## config.mk

```make
export PLATFORM = sky130hd
export DESIGN_NAME = vt52_escape_decoder_unit
export DESIGN_NICKNAME = d
export VERILOG_FILES = /design/src/rtl/vt52_pkg.sv /design/src/rtl/vt52_escape_decoder_unit.sv
export VERILOG_INCLUDE_DIRS = /design/src /design/src/rtl
export SDC_FILE = /design/constraint.sdc
export NUM_CORES = 1
export LEC_CHECK = 0
export BUFFER_PORTS_ARGS = -buffer_cell sky130_fd_sc_hd__buf_4
export CORE_ASPECT_RATIO = 1.4
export CORE_UTILIZATION = 48
export DETAILED_ROUTE_END_ITERATION = 8
export PLACE_DENSITY = 0.69
export SETUP_SLACK_MARGIN = 0.5
export SYNTH_ARGS = -nofsm -noshare
export SYNTH_HDL_FRONTEND = slang
export SYNTH_SLANG_ARGS = --single-unit
export TNS_END_PERCENT = 100
```

## constraint.sdc

```tcl
create_clock -name clock -period 2.3 [get_ports clock]
set_input_delay 0 -clock clock [delete_from_list [all_inputs] [get_ports clock]]
set_output_delay 0 -clock clock [all_outputs]
set_load 0.01 [all_outputs]
```

## src/rtl/vt52_escape_decoder_unit_macros.svh

```systemverilog
// ----------------------------------------------------------------------------
// vt52 escape decoder assertion macros
// property checks for simulation, empty under synthesis
// ----------------------------------------------------------------------------
`ifndef VT52_ESCAPE_DECODER_UNIT_MACROS_SVH
`define VT52_ESCAPE_DECODER_UNIT_MACROS_SVH

`ifndef SYNTHESIS

// same-cycle implication
`define VT52_ASSERT_IMPLY(label, clk, rst, ante, cons) \
   label: assert property (@(posedge clk) disable iff (rst) (ante) |-> (cons)) \
      else $error("vt52 decoder check failed");

// next-cycle implication
`define VT52_ASSERT_NEXT(label, clk, rst, ante, cons) \
   label: assert property (@(posedge clk) disable iff (rst) (ante) |=> (cons)) \
      else $error("vt52 decoder check failed");

`else

`define VT52_ASSERT_IMPLY(label, clk, rst, ante, cons)
`define VT52_ASSERT_NEXT(label, clk, rst, ante, cons)

`endif

`endif

```

## src/rtl/vt52_pkg.sv

```systemverilog
// ----------------------------------------------------------------------------
// vt52 escape decoder package
// parser states, action codes and the escape letter decode table
// ----------------------------------------------------------------------------
package vt52_pkg;

   localparam int unsigned ByteWidth   = 8;
   localparam int unsigned ActionWidth = 6;
   localparam int unsigned ArgWidth    = 9;

   typedef logic [ByteWidth-1:0]   byte_type;
   typedef logic [ActionWidth-1:0] action_type;
   typedef logic signed [ArgWidth-1:0] argument_type;

   typedef enum logic [2:0] {
      ST_GROUND = 3'd0,
      ST_ESCAPE = 3'd1,
      ST_ROW    = 3'd2,
      ST_COL    = 3'd3,
      ST_FG     = 3'd4,
      ST_BG     = 3'd5
   } parse_state_type;

   // special bytes
   localparam byte_type CHR_ESC      = 8'h1B;
   localparam byte_type CHR_CTRL_MAX = 8'h1F;
   localparam byte_type CHR_DEL      = 8'h7F;
   localparam byte_type CHR_SPACE    = 8'h20;
   localparam byte_type CHR_ROW_OPEN = 8'h59;
   localparam byte_type CHR_FG_OPEN  = 8'h62;
   localparam byte_type CHR_BG_OPEN  = 8'h63;

   // action codes
   localparam action_type ACT_NONE        = 6'd0;
   localparam action_type ACT_CONTROL     = 6'd1;
   localparam action_type ACT_PRINT       = 6'd2;
   localparam action_type ACT_ROW         = 6'd3;
   localparam action_type ACT_COL         = 6'd4;
   localparam action_type ACT_FG          = 6'd5;
   localparam action_type ACT_BG          = 6'd6;
   localparam action_type ACT_ANSI        = 6'd7;
   localparam action_type ACT_KPAD_ALT    = 6'd8;
   localparam action_type ACT_KPAD_NUM    = 6'd9;
   localparam action_type ACT_CUR_UP      = 6'd10;
   localparam action_type ACT_CUR_DOWN    = 6'd11;
   localparam action_type ACT_CUR_RIGHT   = 6'd12;
   localparam action_type ACT_CUR_LEFT    = 6'd13;
   localparam action_type ACT_CLEAR_HOME  = 6'd14;
   localparam action_type ACT_GFX_ON      = 6'd15;
   localparam action_type ACT_GFX_OFF     = 6'd16;
   localparam action_type ACT_HOME        = 6'd17;
   localparam action_type ACT_REV_INDEX   = 6'd18;
   localparam action_type ACT_ERASE_EOS   = 6'd19;
   localparam action_type ACT_ERASE_EOL   = 6'd20;
   localparam action_type ACT_INS_LINE    = 6'd21;
   localparam action_type ACT_DEL_LINE    = 6'd22;
   localparam action_type ACT_RESET       = 6'd23;
   localparam action_type ACT_REV_ON_T    = 6'd24;
   localparam action_type ACT_REV_OFF_U   = 6'd25;
   localparam action_type ACT_IDENTIFY    = 6'd26;
   localparam action_type ACT_ERASE_BOS   = 6'd27;
   localparam action_type ACT_CUR_SHOW    = 6'd28;
   localparam action_type ACT_CUR_HIDE    = 6'd29;
   localparam action_type ACT_CUR_SAVE    = 6'd30;
   localparam action_type ACT_CUR_RESTORE = 6'd31;
   localparam action_type ACT_ERASE_LINE  = 6'd32;
   localparam action_type ACT_ERASE_BOL   = 6'd33;
   localparam action_type ACT_REV_ON_P    = 6'd34;
   localparam action_type ACT_REV_OFF_Q   = 6'd35;
   localparam action_type ACT_WRAP_ON     = 6'd36;
   localparam action_type ACT_WRAP_OFF    = 6'd37;
   localparam action_type ACT_UNKNOWN     = 6'd38;

   // action for the byte after ESC; unsupported features and openers give none
   function automatic action_type escape_code(input byte_type b);
      action_type code;
      code = ACT_UNKNOWN;
      case (b) inside
         8'h3C: code = ACT_ANSI;
         8'h3D: code = ACT_KPAD_ALT;
         8'h3E: code = ACT_KPAD_NUM;
         8'h41: code = ACT_CUR_UP;
         8'h42: code = ACT_CUR_DOWN;
         8'h43: code = ACT_CUR_RIGHT;
         8'h44: code = ACT_CUR_LEFT;
         8'h45: code = ACT_CLEAR_HOME;
         8'h46: code = ACT_GFX_ON;
         8'h47: code = ACT_GFX_OFF;
         8'h48: code = ACT_HOME;
         8'h49: code = ACT_REV_INDEX;
         8'h4A: code = ACT_ERASE_EOS;
         8'h4B: code = ACT_ERASE_EOL;
         8'h4C: code = ACT_INS_LINE;
         8'h4D: code = ACT_DEL_LINE;
         8'h52: code = ACT_RESET;
         8'h54: code = ACT_REV_ON_T;
         8'h55: code = ACT_REV_OFF_U;
         8'h5A: code = ACT_IDENTIFY;
         8'h64: code = ACT_ERASE_BOS;
         8'h65: code = ACT_CUR_SHOW;
         8'h66: code = ACT_CUR_HIDE;
         8'h6A: code = ACT_CUR_SAVE;
         8'h6B: code = ACT_CUR_RESTORE;
         8'h6C: code = ACT_ERASE_LINE;
         8'h6F: code = ACT_ERASE_BOL;
         8'h70: code = ACT_REV_ON_P;
         8'h71: code = ACT_REV_OFF_Q;
         8'h76: code = ACT_WRAP_ON;
         8'h77: code = ACT_WRAP_OFF;
         8'h31, 8'h32, 8'h5B, 8'h5C, 8'h56, 8'h57, 8'h58, 8'h5D,
         8'h5E, 8'h5F, 8'h50, 8'h53, CHR_ROW_OPEN, CHR_FG_OPEN, CHR_BG_OPEN:
            code = ACT_NONE;
         default: code = ACT_UNKNOWN;
      endcase
      return code;
   endfunction

endpackage

```

## src/rtl/vt52_escape_decoder_unit.sv

```systemverilog
// ----------------------------------------------------------------------------
// vt52 escape decoder unit
// byte-serial escape sequence parser, one action beat out per byte beat in
// ----------------------------------------------------------------------------
//
//  channel | direction | ports                               | beat
//  --------+-----------+-------------------------------------+----------------------
//  req     | in        | req_valid, req_stall, req_in_byte   | one terminal byte
//  rsp     | out       | rsp_valid, rsp_stall, rsp_action,   | one decoded action
//          |           | rsp_argument                        |
//
//  a byte beat is registered in the input register and is then decoded into the
//  result register; a new beat can be taken every cycle while the result is not
//  stalled; the parse state register closes the only loop
//  reset (synchronous, active high) empties both stages and returns to ground
//  a stalled result holds the result register; the input register then fills
//  and req_stall rises only while both stages are occupied
//
`include "vt52_escape_decoder_unit_macros.svh"

module vt52_escape_decoder_unit (
   input  logic                  clock,
   input  logic                  reset,
   // byte input
   input  logic                  req_valid,
   output logic                  req_stall,
   input  vt52_pkg::byte_type    req_in_byte,
   // action output
   output logic                  rsp_valid,
   input  logic                  rsp_stall,
   output vt52_pkg::action_type  rsp_action,
   output vt52_pkg::argument_type rsp_argument
);
   import vt52_pkg::*;

   // input register stage
   logic            in_valid_ff;
   byte_type        in_byte_ff;

   // parser state
   parse_state_type state_ff;
   parse_state_type state_in;

   // result register stage
   logic            out_valid_ff;
   action_type      action_ff;
   argument_type    argument_ff;

   // decode outputs
   action_type      action_in;
   argument_type    argument_in;

   logic            req_take;
   logic            decode_go;

   // decode fires when the result register is free or being emptied
   assign decode_go = in_valid_ff && (!out_valid_ff || !rsp_stall);
   assign req_stall = in_valid_ff && !decode_go;
   assign req_take  = req_valid && !req_stall;

   // input register
   always_ff @(posedge clock) begin
      if (reset) begin
         in_valid_ff <= 1'b0;
      end else if (req_take) begin
         in_valid_ff <= 1'b1;
      end else if (decode_go) begin
         in_valid_ff <= 1'b0;
      end
   end

   always_ff @(posedge clock) begin
      if (req_take) begin
         in_byte_ff <= req_in_byte;
      end
   end

   // next parser state
   always_comb begin
      state_in = ST_GROUND;
      unique case (state_ff)
         ST_ESCAPE: begin
            if (in_byte_ff == CHR_ROW_OPEN) begin
               state_in = ST_ROW;
            end else if (in_byte_ff == CHR_FG_OPEN) begin
               state_in = ST_FG;
            end else if (in_byte_ff == CHR_BG_OPEN) begin
               state_in = ST_BG;
            end else begin
               state_in = ST_GROUND;
            end
         end
         ST_ROW: begin
            state_in = ST_COL;
         end
         ST_COL, ST_FG, ST_BG: begin
            state_in = ST_GROUND;
         end
         default: begin
            // ground, and any unused code, opens an escape on ESC only
            state_in = (in_byte_ff == CHR_ESC) ? ST_ESCAPE : ST_GROUND;
         end
      endcase
   end

   // action and argument for the byte in the input register
   always_comb begin
      action_in   = ACT_NONE;
      argument_in = '0;
      unique case (state_ff)
         ST_ESCAPE: begin
            action_in = escape_code(in_byte_ff);
            if (action_in == ACT_UNKNOWN) begin
               argument_in = argument_type'({1'b0, in_byte_ff});
            end
         end
         ST_ROW: begin
            // cursor operands are biased by a space, may go negative
            action_in   = ACT_ROW;
            argument_in = argument_type'({1'b0, in_byte_ff} - {1'b0, CHR_SPACE});
         end
         ST_COL: begin
            action_in   = ACT_COL;
            argument_in = argument_type'({1'b0, in_byte_ff} - {1'b0, CHR_SPACE});
         end
         ST_FG: begin
            action_in   = ACT_FG;
            argument_in = argument_type'({5'b0, in_byte_ff[3:0]});
         end
         ST_BG: begin
            action_in   = ACT_BG;
            argument_in = argument_type'({5'b0, in_byte_ff[3:0]});
         end
         default: begin
            if (in_byte_ff == CHR_ESC) begin
               action_in = ACT_NONE;
            end else if (in_byte_ff <= CHR_CTRL_MAX || in_byte_ff == CHR_DEL) begin
               action_in   = ACT_CONTROL;
               argument_in = argument_type'({1'b0, in_byte_ff});
            end else begin
               action_in   = ACT_PRINT;
               argument_in = argument_type'({1'b0, in_byte_ff});
            end
         end
      endcase
   end

   // parser state advances once per decoded beat
   always_ff @(posedge clock) begin
      if (reset) begin
         state_ff <= ST_GROUND;
      end else if (decode_go) begin
         state_ff <= state_in;
      end
   end

   // result register
   always_ff @(posedge clock) begin
      if (reset) begin
         out_valid_ff <= 1'b0;
      end else if (decode_go) begin
         out_valid_ff <= 1'b1;
      end else if (!rsp_stall) begin
         out_valid_ff <= 1'b0;
      end
   end

   always_ff @(posedge clock) begin
      if (decode_go) begin
         action_ff   <= action_in;
         argument_ff <= argument_in;
      end
   end

   assign rsp_valid    = out_valid_ff;
   assign rsp_action   = action_ff;
   assign rsp_argument = argument_ff;

   // ---------------------------------------------------------------------
   // checks
   // ---------------------------------------------------------------------

   // a byte that could not be decoded stays put for the next cycle
   `VT52_ASSERT_NEXT(a_held_byte, clock, reset, in_valid_ff && !decode_go, in_valid_ff && $stable(in_byte_ff))

   // every decode lands a result beat
   `VT52_ASSERT_NEXT(a_decode_lands, clock, reset, decode_go, rsp_valid)

   // the row operand is always followed by the column operand
   `VT52_ASSERT_NEXT(a_row_then_col, clock, reset, decode_go && state_ff == ST_ROW, state_ff == ST_COL)

   // colour arguments carry a nibble only
   `VT52_ASSERT_IMPLY(a_colour_nibble, clock, reset, rsp_valid && (rsp_action == ACT_FG || rsp_action == ACT_BG), rsp_argument[8:4] == 5'b0)

endmodule
```

After elaboration in Yosys (flattened, before gate mapping) --
Cells that the tools add are included. W data, S select, Z words.
Storage, ports and cells: logic and storage cells 125, bits in registers 28, output and inout port bits 17, input port bits 12
Operators by class: reductions and logical operators 14, order comparisons 1, mux-type cells 48, $add $sub $neg 1, eq/ne operators 55
Operator list (count):
- $eq A8 B7 Y1 const B | 42
- $mux W6 | 33
- $eq A8 B6 Y1 const B | 5
- $pmux W6 S5 | 1
- $pmux W9 S3 | 1
- $mux W8 | 2
- $reduce_or A15 Y1 | 1
- $mux W3 | 3
- $pmux W3 S3 | 1
- $sub A8 B6 Y9 const B | 1
- $eq A8 B5 Y1 const B | 1
- $le A8 B5 Y1 const B | 1
- $eq A3 B2 Y1 const B | 2
- $eq A3 B3 Y1 const B | 2
- $eq A6 B6 Y1 const B | 1
- $mux W1 | 5
- $logic_not A1 Y1 | 4
- $mux W2 | 2
- $reduce_or A2 Y1 | 2
- $eq A3 B1 Y1 const B | 1
- $logic_and A1 B1 Y1 | 3
- $reduce_or A3 Y1 | 1
- $logic_or A1 B1 Y1 | 2
- $ne A2 B1 Y1 const B | 1
- $reduce_bool A2 Y1 | 1

Logic depth before layout (Yosys ltp) --
Gate-level depths: netlist of the first run.
depth after elaboration 38, mapped depth 9, gate-level depth less buffers 7

Worst setup path after synthesis of the first run --
Ideal clock, no wire load.
path kind reg-to-reg, start register in_byte_ff[4], end register action_ff[1] (netlist: rsp_action[1]), data pin, data required time 2.028 ns, buffers on the path 0, arrival 1.832 ns, path slack 0.196 ns, period minus slack after synthesis 2.104 ns, stages on the path, launching flop included 7, path through edfxtp_1 or4b_4 or3_1 o41ai_2 nor4_4 a211oi_2 o221ai_2
On the way: longest elaborated chain between the ends 36, elaborated cells on any way between the ends 87, those cells by class 1 x order compare; 48 x eq/ne; 36 x mux; 2 x reduce/logical
Ends and longest elaborated chain:
- start: declaration | line vt52_escape_decoder_unit.sv:38 | byte_type in_byte_ff;
- start signal: assignment | line vt52_escape_decoder_unit.sv:74 | in_byte_ff <= req_in_byte;
- $eq A8 B7 Y1 or $eq A8 B6 Y1 (tied branches) | line vt52_escape_decoder_unit.sv:112 | action_in = escape_code(in_byte_ff);
- $reduce_or A15 Y1 | line vt52_pkg.sv:78 | case (b) inside
- $mux W6 (32 in a row) | line vt52_pkg.sv:78
- $mux W6 | line vt52_escape_decoder_unit.sv:110 | unique case (state_ff)
- $pmux W6 S5 * | line vt52_escape_decoder_unit.sv:110
- via action_in[1] | line vt52_escape_decoder_unit.sv:50 | action_type action_in;
- end signal: assignment | line vt52_escape_decoder_unit.sv:170 | action_ff <= action_in;
- end: declaration | line vt52_escape_decoder_unit.sv:46 | action_type action_ff;
The timed path passes the listed nets; every way through them passes the cells marked *. The select of a mux whose other input is x is not followed. A chain may end at the register's enable or synchronous reset.

Final worst setup path of the first run --
start register in_byte_ff[5], end register action_ff[1] (netlist: rsp_action[1]), data pin
Same word-level chain as after synthesis.

==> metrics.csv, run 1 <==
stage,metric,value,unit
clocking,max-clock-path-buffers,2,
clocking,clk_latency,0.27,ns
global_routing,use_met3,2.28,%
global_routing,grtUsageMet1,25.3,%
yosys,yosys_warnings,0,
die,core,3990,um^2
power,power_density,440,nW/um^2
flow_run,maxCapViolations,0,
critical_path,critPathRequiredTime,2.32,ns
timing,tightest_slew,0.644,ns
power,ir_drop,0.280,mV
timing,skew,0.00556,ns
yosys,synth_edf_count,23,
yosys,avgSynthCellArea,8.99,um^2
timing,max-slew-margin-rel,57.0,%
route,drtIter0Drc,89,
die,rows,27,
route,routed_wl,5.37,mm
global_routing,grtUsageTotal,23.7,%
min_path,holdCritPathClass,input port to flip-flop,
route,drt_pass1_iterations,6,
cells_and_area,drive_gt1_share,32.3,%
timing,tns,0,ns
route,dr_total_vias,2015,
cells_and_area,nNetsFinal,299,
cells_and_area,final_common_cell,buf_4,
route,avgRoutedWirePerCell,16.4,um
global_routing,antenna_found_initial,0,
global_routing,grt_max_degree,25,
cells_and_area,diodes,0,
die,initial_core_util,51.0,%
cells_and_area,final_cell_mix,"58 x buf_4, 25 x nor2_1, 23 x edfxtp_1",
route,route.detailed.drc,4,
status,violations,design-rule violations,
die,dieHeight,79.0,um
timing,layout_setup_ws,0.128,ns
power,cellLeakagePower,1.09,nW
critical_path,reg2reg_slack,0.13,ns
cells_and_area,area_growth,34.7,%
timing,setup_viol,0,
yosys,synth_top_flop_cell,edfxtp_1,
clocking,cts_tree,yes,
cells_and_area,post-route-util,68.6,%
global_routing,grt_overflow_total,0,
yosys,yosysUniqueCellTypes,62,
yosys,synth_area,2030,um^2
die,io_pins,29,
die,die_width,57.0,um
placed_design,place_ws,0.113,ns
critical_path,path_class,flip-flop to flip-flop,
yosys,synth_seq_cells,28,
critical_path,startpoint_type,flip-flop,
placed_design,dp.cells,300,
cells_and_area,regArea,791,um^2
timing,period_minus_slack,2.17,ns
critical_path,arrival,2.20,ns
timing,slew_viol_final,0,
placed_design,dp_hpwl,3.62,mm
clocking,numCtsBuffers,3,
placed_design,port_buffers,28,
yosys,yosysSeqAreaShare,38.9,%
global_routing,use_met2,46.1,%
yosys,synthCells,226,
yosys,syn-num-nets,239,
yosys,async_flop_share,0,%
global_routing,top_usage_layer,met2,
timing,rsz0062_at_grt,yes,
cells_and_area,multi_input_area,1190,um^2
status,status,finished with violations,
global_routing,grt_pass1_vias,1887,
clocking,clk_pin_slew_worst_paths,0.10,ns
timing,max_freq,460,MHz
critical_path,end_kind,flip-flop,
clocking,cts-root-buf,clkbuf_8,
cells_and_area,final_cells,328,
power,power.total,0.00121,W
placed_design,routabilityCongestion,0.961,
timing,hold_viol_final,0,
global_routing,grt_pass1_wl,8.39,mm
clocking,cts.htree.levels,1,
critical_path,cp_max_fo,4,
cells_and_area,fill_cells,334,
clocking,cts.sinks,28,
die,die_area,4500,um^2
timing,period_share,94.4,%
route,drtAntennaViolNets,0,
route,via_per_inst,6.14,
-- flip-flops by register name, indices dropped and copies added, names as in the netlist --
name and count:
in_byte_ff 8, state_ff 3, in_valid_ff 1, rsp_action 6, rsp_valid 1, rsp_argument 9
-- Yosys cell counts, types with 3 or more instances --
cell type	number	area, um^2
and2_1	4	25.0
dfxtp_1	5	100
buf_2	9	45.0
edfxtp_1	23	691
a21oi_1	16	80.1
nor2b_1	5	31.3
a22oi_1	3	22.5
nand3_1	6	30.0
nor3_1	3	15.0
a31oi_1	6	37.5
and3b_1	3	26.3
o2111ai_1	3	26.3
nand2_1	20	75.1
o2bb2ai_1	3	26.3
inv_1	6	22.5
o31ai_1	3	22.5
o21ai_0	4	20.0
buf_4	3	22.5
nand2b_1	5	31.3
o21ai_1	3	15.0
and4_1	3	26.3
a211oi_1	3	22.5
nand4_1	4	25.0
clkbuf_1	6	22.5
nor2_1	28	105
-- final cells by class --
| type | count | share of cell area (%) |
|---|---|---|
| inverter | 6 | 0.823 |
| clock buffer | 4 | 2.42 |
| timing repair buffer | 75 | 22.5 |
| tap | 43 | 1.97 |
| multi-input combinational | 172 | 43.4 |
| sequential | 28 | 28.9 |
-- per-layer routing --
metal / part of all wire, % / up-vias / routed length, um
met5: 0 / - / 0
met4: 3.2 / 0 / 170
met3: 4.4 / 19 / 238
met2: 52 / 77 / 2790
met1: 40 / 945 / 2170
li1: - / 974 / -
-- cell families after synthesis --
family,after synthesis,share of synthesized area [%]
AOI/OAI and AO/OA,61,21.8
and+or+nand+nor,105,30.5
buffers and inverters,26,5.91
muxes,1,0.493
DFF,28,38.9
xor gates and xnor gates,4,1.72
adders and majority gates,1,0.616
-- worst paths after layout --
path                            startpoint                      end  cells past startpoint
setup reg to reg   in_byte_ff[5]$_DFFE_PP_  rsp_action[1]$_DFFE_PP_                      6
setup / recovery   in_byte_ff[5]$_DFFE_PP_  rsp_action[1]$_DFFE_PP_                      6
hold / removal                   req_valid  in_byte_ff[6]$_DFFE_PP_                      2
hold reg to reg   in_valid_ff$_SDFFE_PP0P_   rsp_valid$_SDFFE_PP0P_                      2
-- critical path: stages, from the launching register on --
cell      delay (ns)
edfxtp_1        0.45
or4b_4          0.60
or3_1           0.38
o41ai_2         0.09
nor4_4          0.10
a211oi_2        0.19
o221ai_2        0.12
-- where the power goes --
| group | total (W) | switching, W | internal, W |
|---|---|---|---|
| sequential | 0.000583 | 0.0000118 | 0.000572 |
| clock | 0.000346 | 0.000156 | 0.000189 |
| combinational | 0.000276 | 0.000144 | 0.000132 |
-- stage by stage --
step,hold WS (ns),area (um^2)
5_1_grt,0.255,2740
4_1_cts,0.259,2640
3_3_place_gp,0.178,2390
2_1_floorplan,0.0724,2030
3_5_place_dp,0.180,2390
6_report,0.261,2740
-- what timing repair did --
action / CTS / global route
cloned: 0 / 0
hold endpoints to repair: 13 / 0
resized for setup: 6 / 13
buffers inserted: 7 / 6
pin swaps: 1 / 6
hold buffers: 11 / 0
setup endpoints to repair: 14 / 14
(Power assumes the default switching activity.)
==> run 2: changes to the inputs <==
--- a/config.mk
+++ b/config.mk
@@ -8,9 +8,9 @@
 export LEC_CHECK = 0
 export BUFFER_PORTS_ARGS = -buffer_cell sky130_fd_sc_hd__buf_4
 export CORE_ASPECT_RATIO = 1.4
-export CORE_UTILIZATION = 48
+export CORE_UTILIZATION = 30
+export CTS_CLUSTER_DIAMETER = 150
 export DETAILED_ROUTE_END_ITERATION = 8
-export PLACE_DENSITY = 0.69
 export SETUP_SLACK_MARGIN = 0.5
 export SYNTH_ARGS = -nofsm -noshare
 export SYNTH_HDL_FRONTEND = slang
==> run 2 against run 1 <==
  * The flow now finishes without violations
  * Count of clock-buffer cells in the layout stayed put
  * Critical endpoint is now rsp_argument[3]$_DFFE_PP_
  * Non-clock buffer count is 11 higher
  * Worst setup slack better by 0.021 ns
  * Fmax is 0.96% higher
  * Core utilization is 23 points lower
  * First-iteration DRC count is 11% lower
  * Clock skew is 0.0023 ns lower
  * Routed wire length is 8.7% higher
  * Combinational power is 13% higher
  * Global-route usage is 7.0 points lower
==> metrics.csv, run 2 (same netlist as run 1, synthesis figures left out) <==
stage,metric,value,unit
status,status,"finished, final reports clean",
critical_path,startpoint_type,flip-flop,
route,route.detailed.drc,0,
cells_and_area,post-route-util,45.5,%
global_routing,grt_pass1_wl,9.32,mm
critical_path,cp_max_fo,7,
power,cellLeakagePower,1.18,nW
timing,tightest_slew,0.668,ns
global_routing,antenna_found_initial,0,
cells_and_area,regArea,791,um^2
route,routed_wl,5.83,mm
die,initial_core_util,30.9,%
cells_and_area,drive_gt1_share,39.9,%
route,drtIter0Drc,79,
clocking,cts.sinks,28,
flow_run,maxCapViolations,0,
critical_path,r2r_start,in_byte_ff[7]$_DFFE_PP_,
power,comb_power_share,24.9,%
min_path,min_delay_worst_endpoint,in_valid_ff$_SDFFE_PP0P_,
cells_and_area,area_growth,47.1,%
min_path,holdCritPathClass,input port to flip-flop,
cells_and_area,multi_input_area,1280,um^2
critical_path,r2r_end,rsp_argument[3]$_DFFE_PP_,
critical_path,path_class,flip-flop to flip-flop,
cells_and_area,final_cell_mix,"65 x buf_4, 25 x nor2_1, 23 x edfxtp_1",
route,avgRoutedWirePerCell,15.8,um
die,die_width,71.6,um
power,swShare,27.0,%
placed_design,routabilityCongestion,0.837,
clocking,cts-root-buf,clkbuf_8,
global_routing,grtUsageTotal,16.7,%
die,die_area,7110,um^2
timing,slew_viol_final,0,
placed_design,place_area,2440,um^2
cells_and_area,final_common_cell,buf_4,
die,dieHeight,99.4,um
critical_path,reg2reg_slack,0.15,ns
min_path,min_from,rsp_stall,
clocking,clk_latency,0.28,ns
timing,skew,0.00330,ns
timing,max-slew-margin-rel,55.3,%
critical_path,arrival,2.18,ns
timing,hold_viol_final,0,
cells_and_area,fill_cells,651,
critical_path,r2r_cells,6,
placed_design,place_ws,0.148,ns
timing,period_minus_slack,2.15,ns
power,pwr-share-seq,46.7,%
timing,max_freq,465,MHz
clocking,cts_tree,yes,
timing,layout_setup_ws,0.148,ns
power,p_clk_share,28.4,%
die,io_pins,29,
cells_and_area,diodes,0,
timing,setup_viol,0,
power,power_density,419,nW/um^2
power,p_int,0.000915,W
cells_and_area,largest_reg_flops,9,
global_routing,grt_pass1_vias,1994,
route,via_per_inst,5.52,
clocking,max-clock-path-buffers,2,
cells_and_area,fin_area,2990,um^2
timing,rsz0062_at_grt,yes,
timing,tns,0,ns
die,rows,35,
timing,period_share,93.5,%
placed_design,port_buffers,28,
power,switchingPower,0.000338,W
min_path,holdPathStages,4,
clocking,numCtsBuffers,3,
global_routing,grt_overflow_total,0,
global_routing,grt_max_degree,19,
route,dr_total_vias,2042,
clocking,clk_pin_slew_worst_paths,0.10,ns
critical_path,critPathRequiredTime,2.33,ns
critical_path,end_kind,flip-flop,
cells_and_area,nNetsFinal,310,
placed_design,dp_hpwl,3.88,mm
route,drtAntennaViolNets,0,
route,drt_pass1_iterations,4,
power,ir_drop,0.242,mV
clocking,cts.htree.levels,1,
die,core,6570,um^2
[run 2: cell types whose count changed in the layout (fill, tap and decap cells not counted), moves of 2 or more]
cell / previous run / this run
a211oi_1: 3 / 1
a211oi_2: 1 / 3
o21ai_0: 4 / 2
buf_4: 58 / 65
a21oi_1: 15 / 13
nor2b_1: 5 / 3
buf_6: 4 / 6
a21oi_2: 1 / 3
[run 2: layout make-up]
| type | instances | area share (%) |
|---|---|---|
| Sequential cell | 28 | 26.5 |
| Clock buffer | 4 | 2.22 |
| Multi-Input combinational cell | 172 | 42.9 |
| Timing Repair Buffer | 86 | 24.5 |
| Inverter | 6 | 0.753 |
| Tap cell | 74 | 3.10 |
[run 2: critical path, stage by stage (launching register included)]
cell and delay (ns):
edfxtp_1 0.44, or4b_4 0.59, nor3_1 0.24, o22ai_1 0.14, and4bb_2 0.27, nand3_4 0.14
a21oi_1 0.08
[run 2: worst max-delay path by stage]
stage / cells after the start / end / start / slack, ns
detailed placement: 7 / rsp_action[1]$_DFFE_PP_ / in_byte_ff[5]$_DFFE_PP_ / 0.15
global route: 7 / rsp_argument[6]$_DFFE_PP_ / in_byte_ff[2]$_DFFE_PP_ / 0.09
global placement: 7 / rsp_argument[2]$_DFFE_PP_ / in_byte_ff[3]$_DFFE_PP_ / 0.12
floorplan: 6 / rsp_action[1]$_DFFE_PP_ / in_byte_ff[4]$_DFFE_PP_ / 0.27
CTS: 6 / rsp_action[1]$_DFFE_PP_ / in_byte_ff[7]$_DFFE_PP_ / 0.21
finish: 6 / rsp_argument[3]$_DFFE_PP_ / in_byte_ff[7]$_DFFE_PP_ / 0.15
[run 2: power groups by stage]
stage                     combinational (W)  sequential [W]  clock, W
after floorplan                    0.000131        0.000599         0
after global placement             0.000223        0.000598         0
after detailed placement           0.000222        0.000599         0
after CTS                          0.000286        0.000585  0.000366
after global routing               0.000334        0.000588  0.000380
final                              0.000312        0.000585  0.000356
[run 2: stage by stage]
step | instances | power [W] | hold slack (ns)
2_1_floorplan | 226 | 0.000730 | 0.0724
3_3_place_gp | 333 | 0.000821 | 0.180
3_5_place_dp | 333 | 0.000820 | 0.180
4_1_cts | 365 | 0.00124 | 0.156
5_1_grt | 370 | 0.00130 | 0.190
6_report | 370 | 0.00125 | 0.154
[run 2: what timing repair did]
item | 4_1_cts | 5_1_grt
resized for setup | 28 | 20
gates cloned | 1 | 0
hold buffers | 11 | 0
pin swaps | 9 | 6
setup endpoints to repair | 12 | 15
endpoints found under the hold margin | 13 | 0
setup buffers | 16 | 5
[run 2: routing by layer]
layer  vias up  GRT usage, %  part of all wire, %
li1        994             -                    -
met1       970          18.9                   40
met2        66          30.3                   53
met3        12          1.52                  4.2
met4         0          9.35                  2.6
met5         -             0                    0
==> run 3: changes to the inputs <==
--- a/config.mk
+++ b/config.mk
@@ -8,6 +8,7 @@
 export LEC_CHECK = 0
 export BUFFER_PORTS_ARGS = -buffer_cell sky130_fd_sc_hd__buf_4
 export CORE_ASPECT_RATIO = 1.4
+export CORE_MARGIN = 2
 export CORE_UTILIZATION = 30
 export CTS_CLUSTER_DIAMETER = 150
 export DETAILED_ROUTE_END_ITERATION = 8
==> run 3 against run 2 <==
  * Cell count is 1.4% lower
  * Power is 0.75% lower
  * Sequential power hardly changed
  * Global-route usage is 1.7 points lower
  * Hold slack better by 0.022 ns
  * Count of clock-buffer cells in the layout stayed put
  * Routed wire length is 3.1% lower
  * Clock power is 2% higher
  * Die area is 4.9% higher
  * Combinational power is 5% lower
  * Non-clock buffer count is 5 lower
==> metrics.csv, run 3 (same netlist as run 1, synthesis figures left out) <==
stage,metric,value,unit
status,status,"finished, final reports clean",
cells_and_area,multi_input_area,1230,um^2
global_routing,antenna_found_initial,0,
die,initial_core_util,30.9,%
critical_path,cp_max_fo,7,
timing,setup_viol,0,
critical_path,arrival,2.18,ns
cells_and_area,area_growth,41.9,%
placed_design,place_ws,0.106,ns
min_path,holdCritPathClass,input port to flip-flop,
timing,layout_setup_ws,0.158,ns
global_routing,grt_pass1_wl,8.87,mm
global_routing,grt_pass1_vias,1887,
route,route.detailed.drc,0,
cells_and_area,fill_cells,660,
timing,max_freq,467,MHz
cells_and_area,nNetsFinal,305,
global_routing,grt_overflow_total,0,
timing,period_share,93.1,%
power,cellLeakagePower,1.13,nW
clocking,cts.htree.levels,1,
clocking,numCtsBuffers,3,
route,avgRoutedWirePerCell,15.5,um
critical_path,cp_top_family,simple AND/OR/NAND/NOR gates,
placed_design,dp.cells,325,
die,die_width,73.6,um
timing,skew,0.00367,ns
clocking,cts.sinks,28,
cells_and_area,regArea,791,um^2
route,drtAntennaViolNets,0,
cells_and_area,drive_gt1_share,36.8,%
power,power_density,431,nW/um^2
placed_design,port_buffers,28,
timing,period_minus_slack,2.14,ns
critical_path,critPathRequiredTime,2.34,ns
clocking,clk_pin_slew_worst_paths,0.10,ns
timing,max-slew-margin-rel,58.3,%
cells_and_area,final_cell_mix,"64 x buf_4, 24 x nor2_1, 23 x edfxtp_1",
die,die_area,7460,um^2
timing,slew_viol_final,0,
cells_and_area,largest_reg_flops,9,
placed_design,dp_hpwl,3.79,mm
global_routing,grtUsageTotal,15.0,%
critical_path,path_class,flip-flop to flip-flop,
critical_path,slowest_delay,0.54,ns
placed_design,routabilityCongestion,0.842,
timing,hold_viol_final,0,
die,io_pins,29,
cells_and_area,final_common_cell,buf_4,
clocking,cts_tree,yes,
route,drtIter0Drc,123,
critical_path,cp_slowest_cell,or4b_4,
global_routing,grt_max_degree,25,
critical_path,cp_cell_sequence,"or4b_4, nor3_1, o22ai_1, and4bb_2, nand3_4, a21oi_1",
timing,rsz0062_at_grt,yes,
cells_and_area,post-route-util,43.9,%
timing,tightest_slew,0.624,ns
die,core,6570,um^2
route,dr_total_vias,2009,
clocking,max-clock-path-buffers,2,
route,via_per_inst,5.50,
critical_path,startpoint_type,flip-flop,
clocking,cts-root-buf,clkbuf_8,
cells_and_area,diodes,0,
power,ir_drop,0.341,mV
critical_path,end_kind,flip-flop,
die,dieHeight,101,um
timing,tns,0,ns
die,rows,35,
route,drt_pass1_iterations,4,
power,power.total,0.00124,W
cells_and_area,final_cells,365,
route,routed_wl,5.65,mm
clocking,clk_latency,0.29,ns
critical_path,path_buf_inv,0,
flow_run,maxCapViolations,0,
run 3: repair_timing:
action                                 in CTS  in global routing
pin swaps                                   6                  7
setup endpoints to repair                  15                 14
setup buffers                              15                  9
endpoints found under the hold margin      13                  0
cloned                                      0                  1
gates resized for setup                    17                 13
hold buffers                               11                  0
run 3: layout make-up:
cell class              instances  area share, %
repair buffers                 81           23.6
clock buffers                   4           2.30
multi-input cells             172           42.7
well taps                      74           3.21
flip-flops and latches         28           27.4
inverters                       6          0.781
run 3: worst reg2reg max path, delay by kind of cell, from the launching register on:
kind | cells | cell delay [ns]
and+or+nand+nor | 4 | 1.19
AOI/OAI and AO/OA | 2 | 0.24
DFF | 1 | 0.47
run 3: report_power, final:
group | total (W) | switching [W] | internal [W]
Combinational | 0.000296 | 0.000152 | 0.000144
Clock | 0.000363 | 0.000173 | 0.000190
Sequential | 0.000584 | 0.0000121 | 0.000572
Total | 0.00124 | 0.000337 | 0.000906
run 3: routing by layer:
metal | GRT usage (%) | vias up | wire length, um
li1 | - | 986 | -
met1 | 18.1 | 940 | 2270
met2 | 25.9 | 68 | 2900
met3 | 2.09 | 15 | 278
met4 | 7.27 | 0 | 206
met5 | 0 | - | 0
run 3: final timing paths:
check,cells past startpoint,to,start,slack (ns)
min,4,in_valid_ff$_SDFFE_PP0P_,rsp_stall,0.18
max reg2reg,6,rsp_argument[1]$_DFFE_PP_,in_byte_ff[7]$_DFFE_PP_,0.16
min reg2reg,2,state_ff[0]$_SDFFE_PP0P_,state_ff[0]$_SDFFE_PP0P_,0.64
max,6,rsp_argument[1]$_DFFE_PP_,in_byte_ff[7]$_DFFE_PP_,0.16
run 3: metrics by stage:
| stage | area, um^2 | hold WS (ns) |
|---|---|---|
| 6_report | 2880 | 0.175 |
| 5_1_grt | 2880 | 0.225 |
| 4_1_cts | 2730 | 0.176 |
| 3_5_place_dp | 2380 | 0.179 |
| 3_3_place_gp | 2380 | 0.179 |
| 2_1_floorplan | 2030 | 0.0724 |
